### src/sv/actr_pkg.sv
package actr_pkg;

  localparam int unsigned FinalRound = 14;
  localparam int unsigned QueueDepth = 2;

  localparam logic [2:0] RegKey0    = 3'd0;
  localparam logic [2:0] RegKey1    = 3'd1;
  localparam logic [2:0] RegKey2    = 3'd2;
  localparam logic [2:0] RegKey3    = 3'd3;
  localparam logic [2:0] RegNonce   = 3'd4;
  localparam logic [2:0] RegCtrInit = 3'd5;

  typedef enum logic [1:0] {
    BK_IDLE,
    BK_ROUND,
    BK_EMIT
  } back_state_e;

  // One queued byte with its front-end classification.
  typedef struct packed {
    logic [7:0] data;
    logic       start;
    logic       last;
    logic [3:0] pos;
    logic       need_block;
  } entry_t;

  typedef struct packed {
    logic [255:0] key;
    logic [63:0]  nonce;
    logic [63:0]  ctr_init;
  } cfg_t;

  typedef struct packed {
    logic       valid;
    logic [1:0] count;
  } front_status_t;

  typedef struct packed {
    logic busy;
    logic pop;
  } back_status_t;

  localparam logic [7:0] SBOX [256] = '{
    8'h63, 8'h7c, 8'h77, 8'h7b, 8'hf2, 8'h6b, 8'h6f, 8'hc5,
    8'h30, 8'h01, 8'h67, 8'h2b, 8'hfe, 8'hd7, 8'hab, 8'h76,
    8'hca, 8'h82, 8'hc9, 8'h7d, 8'hfa, 8'h59, 8'h47, 8'hf0,
    8'had, 8'hd4, 8'ha2, 8'haf, 8'h9c, 8'ha4, 8'h72, 8'hc0,
    8'hb7, 8'hfd, 8'h93, 8'h26, 8'h36, 8'h3f, 8'hf7, 8'hcc,
    8'h34, 8'ha5, 8'he5, 8'hf1, 8'h71, 8'hd8, 8'h31, 8'h15,
    8'h04, 8'hc7, 8'h23, 8'hc3, 8'h18, 8'h96, 8'h05, 8'h9a,
    8'h07, 8'h12, 8'h80, 8'he2, 8'heb, 8'h27, 8'hb2, 8'h75,
    8'h09, 8'h83, 8'h2c, 8'h1a, 8'h1b, 8'h6e, 8'h5a, 8'ha0,
    8'h52, 8'h3b, 8'hd6, 8'hb3, 8'h29, 8'he3, 8'h2f, 8'h84,
    8'h53, 8'hd1, 8'h00, 8'hed, 8'h20, 8'hfc, 8'hb1, 8'h5b,
    8'h6a, 8'hcb, 8'hbe, 8'h39, 8'h4a, 8'h4c, 8'h58, 8'hcf,
    8'hd0, 8'hef, 8'haa, 8'hfb, 8'h43, 8'h4d, 8'h33, 8'h85,
    8'h45, 8'hf9, 8'h02, 8'h7f, 8'h50, 8'h3c, 8'h9f, 8'ha8,
    8'h51, 8'ha3, 8'h40, 8'h8f, 8'h92, 8'h9d, 8'h38, 8'hf5,
    8'hbc, 8'hb6, 8'hda, 8'h21, 8'h10, 8'hff, 8'hf3, 8'hd2,
    8'hcd, 8'h0c, 8'h13, 8'hec, 8'h5f, 8'h97, 8'h44, 8'h17,
    8'hc4, 8'ha7, 8'h7e, 8'h3d, 8'h64, 8'h5d, 8'h19, 8'h73,
    8'h60, 8'h81, 8'h4f, 8'hdc, 8'h22, 8'h2a, 8'h90, 8'h88,
    8'h46, 8'hee, 8'hb8, 8'h14, 8'hde, 8'h5e, 8'h0b, 8'hdb,
    8'he0, 8'h32, 8'h3a, 8'h0a, 8'h49, 8'h06, 8'h24, 8'h5c,
    8'hc2, 8'hd3, 8'hac, 8'h62, 8'h91, 8'h95, 8'he4, 8'h79,
    8'he7, 8'hc8, 8'h37, 8'h6d, 8'h8d, 8'hd5, 8'h4e, 8'ha9,
    8'h6c, 8'h56, 8'hf4, 8'hea, 8'h65, 8'h7a, 8'hae, 8'h08,
    8'hba, 8'h78, 8'h25, 8'h2e, 8'h1c, 8'ha6, 8'hb4, 8'hc6,
    8'he8, 8'hdd, 8'h74, 8'h1f, 8'h4b, 8'hbd, 8'h8b, 8'h8a,
    8'h70, 8'h3e, 8'hb5, 8'h66, 8'h48, 8'h03, 8'hf6, 8'h0e,
    8'h61, 8'h35, 8'h57, 8'hb9, 8'h86, 8'hc1, 8'h1d, 8'h9e,
    8'he1, 8'hf8, 8'h98, 8'h11, 8'h69, 8'hd9, 8'h8e, 8'h94,
    8'h9b, 8'h1e, 8'h87, 8'he9, 8'hce, 8'h55, 8'h28, 8'hdf,
    8'h8c, 8'ha1, 8'h89, 8'h0d, 8'hbf, 8'he6, 8'h42, 8'h68,
    8'h41, 8'h99, 8'h2d, 8'h0f, 8'hb0, 8'h54, 8'hbb, 8'h16
  };

  function automatic logic [7:0] xtime(input logic [7:0] a);
    return {a[6:0], 1'b0} ^ (a[7] ? 8'h1b : 8'h00);
  endfunction

  // Byte k of a state sits at [127-8k -: 8].
  function automatic logic [127:0] sub_shift(input logic [127:0] s);
    logic [127:0] t;
    t = '0;
    for (int c = 0; c < 4; c++) begin
      for (int r = 0; r < 4; r++) begin
        t[127 - 8 * (r + 4 * c) -: 8] = SBOX[s[127 - 8 * (r + 4 * ((c + r) % 4)) -: 8]];
      end
    end
    return t;
  endfunction

  function automatic logic [127:0] mix_columns(input logic [127:0] s);
    logic [127:0] t;
    logic [7:0]   a0, a1, a2, a3, all;
    t = '0;
    for (int c = 0; c < 4; c++) begin
      a0  = s[127 - 32 * c -: 8];
      a1  = s[119 - 32 * c -: 8];
      a2  = s[111 - 32 * c -: 8];
      a3  = s[103 - 32 * c -: 8];
      all = a0 ^ a1 ^ a2 ^ a3;
      t[127 - 32 * c -: 8] = a0 ^ all ^ xtime(a0 ^ a1);
      t[119 - 32 * c -: 8] = a1 ^ all ^ xtime(a1 ^ a2);
      t[111 - 32 * c -: 8] = a2 ^ all ^ xtime(a2 ^ a3);
      t[103 - 32 * c -: 8] = a3 ^ all ^ xtime(a3 ^ a0);
    end
    return t;
  endfunction

  function automatic logic [31:0] sub_word(input logic [31:0] w);
    return {SBOX[w[31:24]], SBOX[w[23:16]], SBOX[w[15:8]], SBOX[w[7:0]]};
  endfunction

  // Next four schedule words from the previous eight (oldest in the top bits).
  function automatic logic [127:0] key_step(input logic [255:0] kw,
                                            input logic rot, input logic [7:0] rcon);
    logic [31:0] t, n0, n1, n2, n3;
    t  = kw[31:0];
    t  = rot ? (sub_word({t[23:0], t[31:24]}) ^ {rcon, 24'h000000}) : sub_word(t);
    n0 = kw[255:224] ^ t;
    n1 = kw[223:192] ^ n0;
    n2 = kw[191:160] ^ n1;
    n3 = kw[159:128] ^ n2;
    return {n0, n1, n2, n3};
  endfunction

endpackage

### src/sv/actr_front.sv
module actr_front (
  input  logic                     clk_i,
  input  logic                     rst_ni,
  input  logic                     in_valid_i,
  output logic                     in_stall_o,
  input  logic [7:0]               data_byte_i,
  input  logic                     start_of_message_i,
  input  logic                     end_of_message_i,
  input  logic                     pop_i,
  output actr_pkg::entry_t         entry_o,
  output actr_pkg::front_status_t  status_o
);

  actr_pkg::entry_t mem_q [actr_pkg::QueueDepth];
  logic             wr_ptr_q, wr_ptr_d;
  logic             rd_ptr_q, rd_ptr_d;
  logic [1:0]       count_q, count_d;
  logic [3:0]       pos_q, pos_d;
  logic             push;
  logic [3:0]       pos_use;

  assign in_stall_o = (count_q == 2'(actr_pkg::QueueDepth));
  assign push       = in_valid_i && !in_stall_o;
  // A start restarts the block; position zero always needs a fresh block.
  assign pos_use    = start_of_message_i ? 4'd0 : pos_q;

  always_comb begin
    wr_ptr_d = push ? ~wr_ptr_q : wr_ptr_q;
    rd_ptr_d = pop_i ? ~rd_ptr_q : rd_ptr_q;
    pos_d    = push ? pos_use + 4'd1 : pos_q;
    count_d  = count_q + {1'b0, push} - {1'b0, pop_i};
  end

  always_ff @(posedge clk_i or negedge rst_ni) begin
    if (!rst_ni) begin
      wr_ptr_q <= 1'b0;
      rd_ptr_q <= 1'b0;
      count_q  <= 2'd0;
      pos_q    <= 4'd0;
    end else begin
      wr_ptr_q <= wr_ptr_d;
      rd_ptr_q <= rd_ptr_d;
      count_q  <= count_d;
      pos_q    <= pos_d;
    end
  end

  always_ff @(posedge clk_i) begin
    if (push) begin
      mem_q[wr_ptr_q] <= '{data: data_byte_i, start: start_of_message_i,
                           last: end_of_message_i, pos: pos_use,
                           need_block: (pos_use == 4'd0)};
    end
  end

  assign entry_o         = mem_q[rd_ptr_q];
  assign status_o.valid  = (count_q != 2'd0);
  assign status_o.count  = count_q;

endmodule

### config.mk
export PLATFORM = sky130hd
export DESIGN_NAME = actr_front
export DESIGN_NICKNAME = d
export VERILOG_FILES = /design/src/sv/actr_pkg.sv /design/src/sv/actr_front.sv
export SDC_FILE = /design/constraint.sdc
export NUM_CORES = 1
export LEC_CHECK = 0
export ABC_AREA = 0
export BUFFER_PORTS_ARGS = -buffer_cell sky130_fd_sc_hd__buf_2
export CAP_MARGIN = 20
export CELL_PAD_IN_SITES_DETAIL_PLACEMENT = 1
export CELL_PAD_IN_SITES_GLOBAL_PLACEMENT = 1
export CORE_ASPECT_RATIO = 1.75
export CORE_MARGIN = 3
export CORE_UTILIZATION = 46
export CTS_BUF_LIST = sky130_fd_sc_hd__clkbuf_2 sky130_fd_sc_hd__clkbuf_4 sky130_fd_sc_hd__clkbuf_8
export CTS_CLUSTER_DIAMETER = 100
export CTS_CLUSTER_SIZE = 8
export DETAILED_ROUTE_END_ITERATION = 8
export PLACE_DENSITY_LB_ADDON = 0.1
export SYNTH_ARGS = -nofsm -noshare
export SYNTH_HDL_FRONTEND = slang
export SYNTH_SLANG_ARGS = --single-unit
### constraint.sdc
create_clock -name clk_i -period 2 [get_ports clk_i]
set_input_delay 0.4 -clock clk_i [delete_from_list [all_inputs] [get_ports clk_i]]
set_output_delay 0.4 -clock clk_i [all_outputs]
set_load 0.01 [all_outputs]
# After elaboration in Yosys (flattened, before gate mapping)
# Memories as Yosys holds them, arrays and structs flattened.
# Index checks and enable logic that the tools add are counted.
word_totals:
  latch_bits: 0
  rom_bits: 0
  mem_bits_rw: 30
  elab_cells: 18
  mem_count: 1
  output_inout_bits: 19
  input_bits: 14
  reg_bits: 8
memory_table:
  columns: ["name", "words", "width", "rd", "rd_clocked_by_memory_dff", "wr", "line", "text"]
  rows:
  - ["mem_q", 2, 15, 1, 0, 1, "actr_front.sv:14", "actr_pkg::entry_t mem_q [actr_pkg::QueueDepth];"]
op_classes:
  eq_ne: 1
  n_mux: 3
  addsub: 3
  reduce_logical: 4
  n_bitwise: 2
  shifts: 0
  mul: 0
  div_mod_pow: 0
  n_lt_le_gt_ge: 0
ops:
  columns: ["op", "n"]
  rows:
  - ["$add A4 B1 Y4 const B", 1]
  - ["$logic_not A4 Y1", 1]
  - ["$mux W4", 1]
  - ["$add A2 B1 Y2", 1]
  - ["$eq A2 B2 Y1 const B", 1]
  - ["$mux W1", 2]
  - ["$not A1 Y1", 2]
  - ["$reduce_bool A2 Y1", 1]
  - ["$sub A2 B1 Y2", 1]
  - ["$logic_and A1 B1 Y1", 1]
  - ["$logic_not A1 Y1", 1]

# Longest topological paths before layout
logic_depth:
  word_depth: 5
  depth_mapped: 7
  ltp_nobuf: 7

# Worst setup path before layout
# OpenSTA, ideal clock, no wires.
synth_path:
  path_type: "register to register"
  start: "register count_q[0]"
  end: "memory mem_q[0][0] (netlist name), enable pin"
  arrival_time_ns: 1.318
  stages_incl_launch_ff: 4
  n_path_buf: 0
  t_required_ns: 1.614
  path_slack_ns: 0.295
  path_cell_list: "dfrtp_1 -> nand2b_4 -> nand2_4 -> nor2_1"
synth_via:
  elab_chain_cells: 5
synth_lines:
  columns: ["item", "line", "text"]
  rows:
  - ["start, declared", "actr_front.sv:17", "logic [1:0] count_q, count_d;"]
  - ["start signal, assigned", "actr_front.sv:43", "count_q <= count_d;"]
  - ["$eq A2 B2 Y1", "actr_front.sv:22", "assign in_stall_o = (count_q == 2'(actr_pkg::QueueDepth));"]
  - ["$logic_not A1 Y1", "actr_front.sv:23", "assign push = in_valid_i && !in_stall_o;"]
  - ["$logic_and A1 B1 Y1", "actr_front.sv:23", null]
  - ["$mux W1", "actr_front.sv:49", "if (push) begin"]
  - ["$mux W1 (implied by the code)", "actr_front.sv:50", "mem_q[wr_ptr_q] <= '{data: data_byte_i, start: start_of_message_i,"]
  - ["end, declared", "actr_front.sv:14", null]
# No other way between the ends.

==> impl_metrics.toml <==
[place]
place.detailed.hpwl_mm = 1.90
dp_worst_setup_slack_ps = 454
placedCellCount = 164
gp_routability_congestion = 0.675
placement.io_buffers = 32

[route]
drc_errors = 0
route.detailed.vias_per_inst = 4.95
routedWlPerCell_um = 15.6
firstDrtPassIters = 2
detail_route.wirelength_mm = 2.70
routed-via-count = 857
drt_iter0_markers = 5
antenna_left = 0

[logic_synthesis]
cell_area_after_synthesis_mm2 = 0.00155
async_reset_ff_share_pct = 21.1
synth-xor-area-share_pct = 2.26
synth-edff-count = 30
synth-seq-cells = 38
synthSimpleGateAreaFrac_pct = 7.59
synthesis.area_per_instance_um2 = 17.6
muxShareOfSynthArea_pct = 12.4
largest_family_of_logic_cells_by_synthesized_area = "multiplexers"
synth_sequential_area_ratio_pct = 71.1
synth_compound_gate_area_share_pct = 1.21
synthCells = 88
ys.warnings.count = 0
synth_fp_nets = 106
synth.lib_cells_used.distinct = 24
synth_fa_ha_area_share_pct = 3.23
dominantRegCellSynth = "sky130_fd_sc_hd__edfxtp_1"

[timing]
final-hold-violation-count = 0
drv_slew = 0
setup_viol = 0
maxSlewHeadroom_pct = 79.1
timing.final.crit_period_ps = 1820
max_clock_freq_ghz = 0.550
finalSetupTns_ps = 0
pnr_worst_setup_slack_ps = 180
fin_worst_skew_ps = 2.57
tightestPinTransition_ps = 312
hold_slack_ps = 298
final.period_utilization_pct = 91.0
rsz0062_at_grt = "no"

[cts]
cts_root_buf = "sky130_fd_sc_hd__clkbuf_8"
clk-insertion-delay-late_ps = 290
h-tree-depth = 2
cts-buffers-inserted = 5
cts_buffer_depth = 2
postCtsSetupRepairBufs = 0
cts-resized-gates = 0
path_clk_slew_ps = 70
ctsHoldBuffers = 1
clock_sinks = 38
tritoncts = "yes"

[flow_run]
maxCapViolCount = 0

[floorplan]
floorplan.die_area_mm2 = 0.00413
dieHeight_um = 82.8
row_count = 27
total_i_o_pin_count = 33
start_util_pct = 48.8
design.core.area_mm2 = 0.00318
floorplan.die.width_um = 49.9

[worst_setup_path]
arrival_ps = 1420
worstSetupStartpointType = "flop"
setup.reg_to_reg.worst_slack_ps = 450
setup.worst_path.class = "reg -> out"
crit_path_end_kind = "output pin"
path_max_fanout = 15
required_ps = 1600

[global_route]
number_of_antenna_violations_at_the_first_check_in_global_routing = 0
wire_length_of_the_first_global_routing_pass_mm = 4.43
largest_net_degree_at_the_start_of_global_routing = 16
grtUsageTotal_pct = 15.7
grt_pass1_vias = 940
global_route.overflow_total = 0

[finish]
antenna-diode-count = 0
final_common_cell = "sky130_fd_sc_hd__buf_2"
num-nets-final = 147
layout.cells.non_filler = 173
highest_count_cells_in_the_layout_ignoring_fill_and_taps = "sky130_fd_sc_hd__buf_2 (32), sky130_fd_sc_hd__edfxtp_1 (30), sky130_fd_sc_hd__mux2_2 (10), sky130_fd_sc_hd__dfrtp_1 (8), sky130_fd_sc_hd__mux2_1 (7)"
final.fill_count = 321
layout-area-overhead-vs-synth_pct = 24.1
drive_above_1_share_pct = 45.4

[pwr]
vdd_ir_drop_max_uv = 833
power.leakage_nw = 0.805
power-per-cell-area_mw_per_mm2 = 1540

[hold_path]
hold_path_class = "in -> reg"

[status]
run_status = "complete, no violations"
-- synth_stat cells, types with 2 or more instances --
master | count | area share (%)
sky130_fd_sc_hd__mux2_2 | 10 | 7.3
sky130_fd_sc_hd__dfrtp_1 | 8 | 13
sky130_fd_sc_hd__xnor2_1 | 3 | 1.7
sky130_fd_sc_hd__ha_1 | 4 | 3.2
sky130_fd_sc_hd__nor2_1 | 4 | 0.97
sky130_fd_sc_hd__edfxtp_1 | 30 | 58
sky130_fd_sc_hd__nand2b_4 | 2 | 1.8
sky130_fd_sc_hd__inv_1 | 4 | 0.97
sky130_fd_sc_hd__nand2b_1 | 2 | 0.81
sky130_fd_sc_hd__mux2_1 | 7 | 5.1
-- cell families (layout without fill, tap and decap cells) --
family                   Yosys count  in the layout
flip-flops                        38             38
multiplexers                      17             17
AND/OR/NAND/NOR                   16             16
buffers and inverters              7             49
adder cells (fa/ha/maj)            4              4
XOR/XNOR                           4              4
AO/OA/AOI/OAI                      2              2
-- power by group --
group          switching, mW  internal [mW]
clock network          0.255          0.532
logic                  0.487          0.438
registers              0.114           1.13
total                  0.856           2.10
-- worst max-delay path, cell delays in order (launching register included) --
cell,delay [ps]
sky130_fd_sc_hd__dfrtp_1,370
sky130_fd_sc_hd__buf_4,250
sky130_fd_sc_hd__mux2_2,370
sky130_fd_sc_hd__buf_2,140
-- final timing paths --
| check | end | cells after the start | startpoint |
|---|---|---|---|
| max in group asynchronous | wr_ptr_q | 2 | rst_ni |
| min in group asynchronous | pos_q[0] | 2 | rst_ni |
| worst max register to register | count_q[1] | 7 | count_q[0] |
| worst min-delay path | mem_q[1][13] | 1 | data_byte_i[6] |
| worst min register to register | rd_ptr_q | 1 | rd_ptr_q |
| worst max-delay path | entry_o[6] | 3 | rd_ptr_q |
-- flip-flops by register name (all words and copies together) (netlist names) --
register / flops
rd_ptr_q: 1
pos_q: 4
wr_ptr_q: 1
count_q: 2
mem_q: 30
-- layer usage --
layer  wire length, um  track usage (%)
met1               886             13.2
met2              1630             31.4
met3               109             4.49
met4                72             9.14
met5                 0                0
-- through the flow --
stage               power, mW  instance area [um^2]  utilization, %
global route             3.15                  1920            60.5
detailed placement       2.20                  1770            55.7
CTS                      3.01                  1920            60.5
floorplan                1.86                  1550               -
finish                   2.95                  1920            60.5
global placement         2.16                  1770            55.7
-- layout make-up --
class | instances | area (um^2) | share of cell area [%]
clock inverters | 2 | 60.1 | 3.13
inverters | 5 | 18.8 | 0.977
well taps | 43 | 53.8 | 2.80
flip-flops and latches | 38 | 1100 | 57.3
clock buffers | 6 | 82.6 | 4.30
multi-input cells | 43 | 413 | 21.5
repair buffers | 36 | 193 | 10.0
Power figures use the tool's default switching activity.
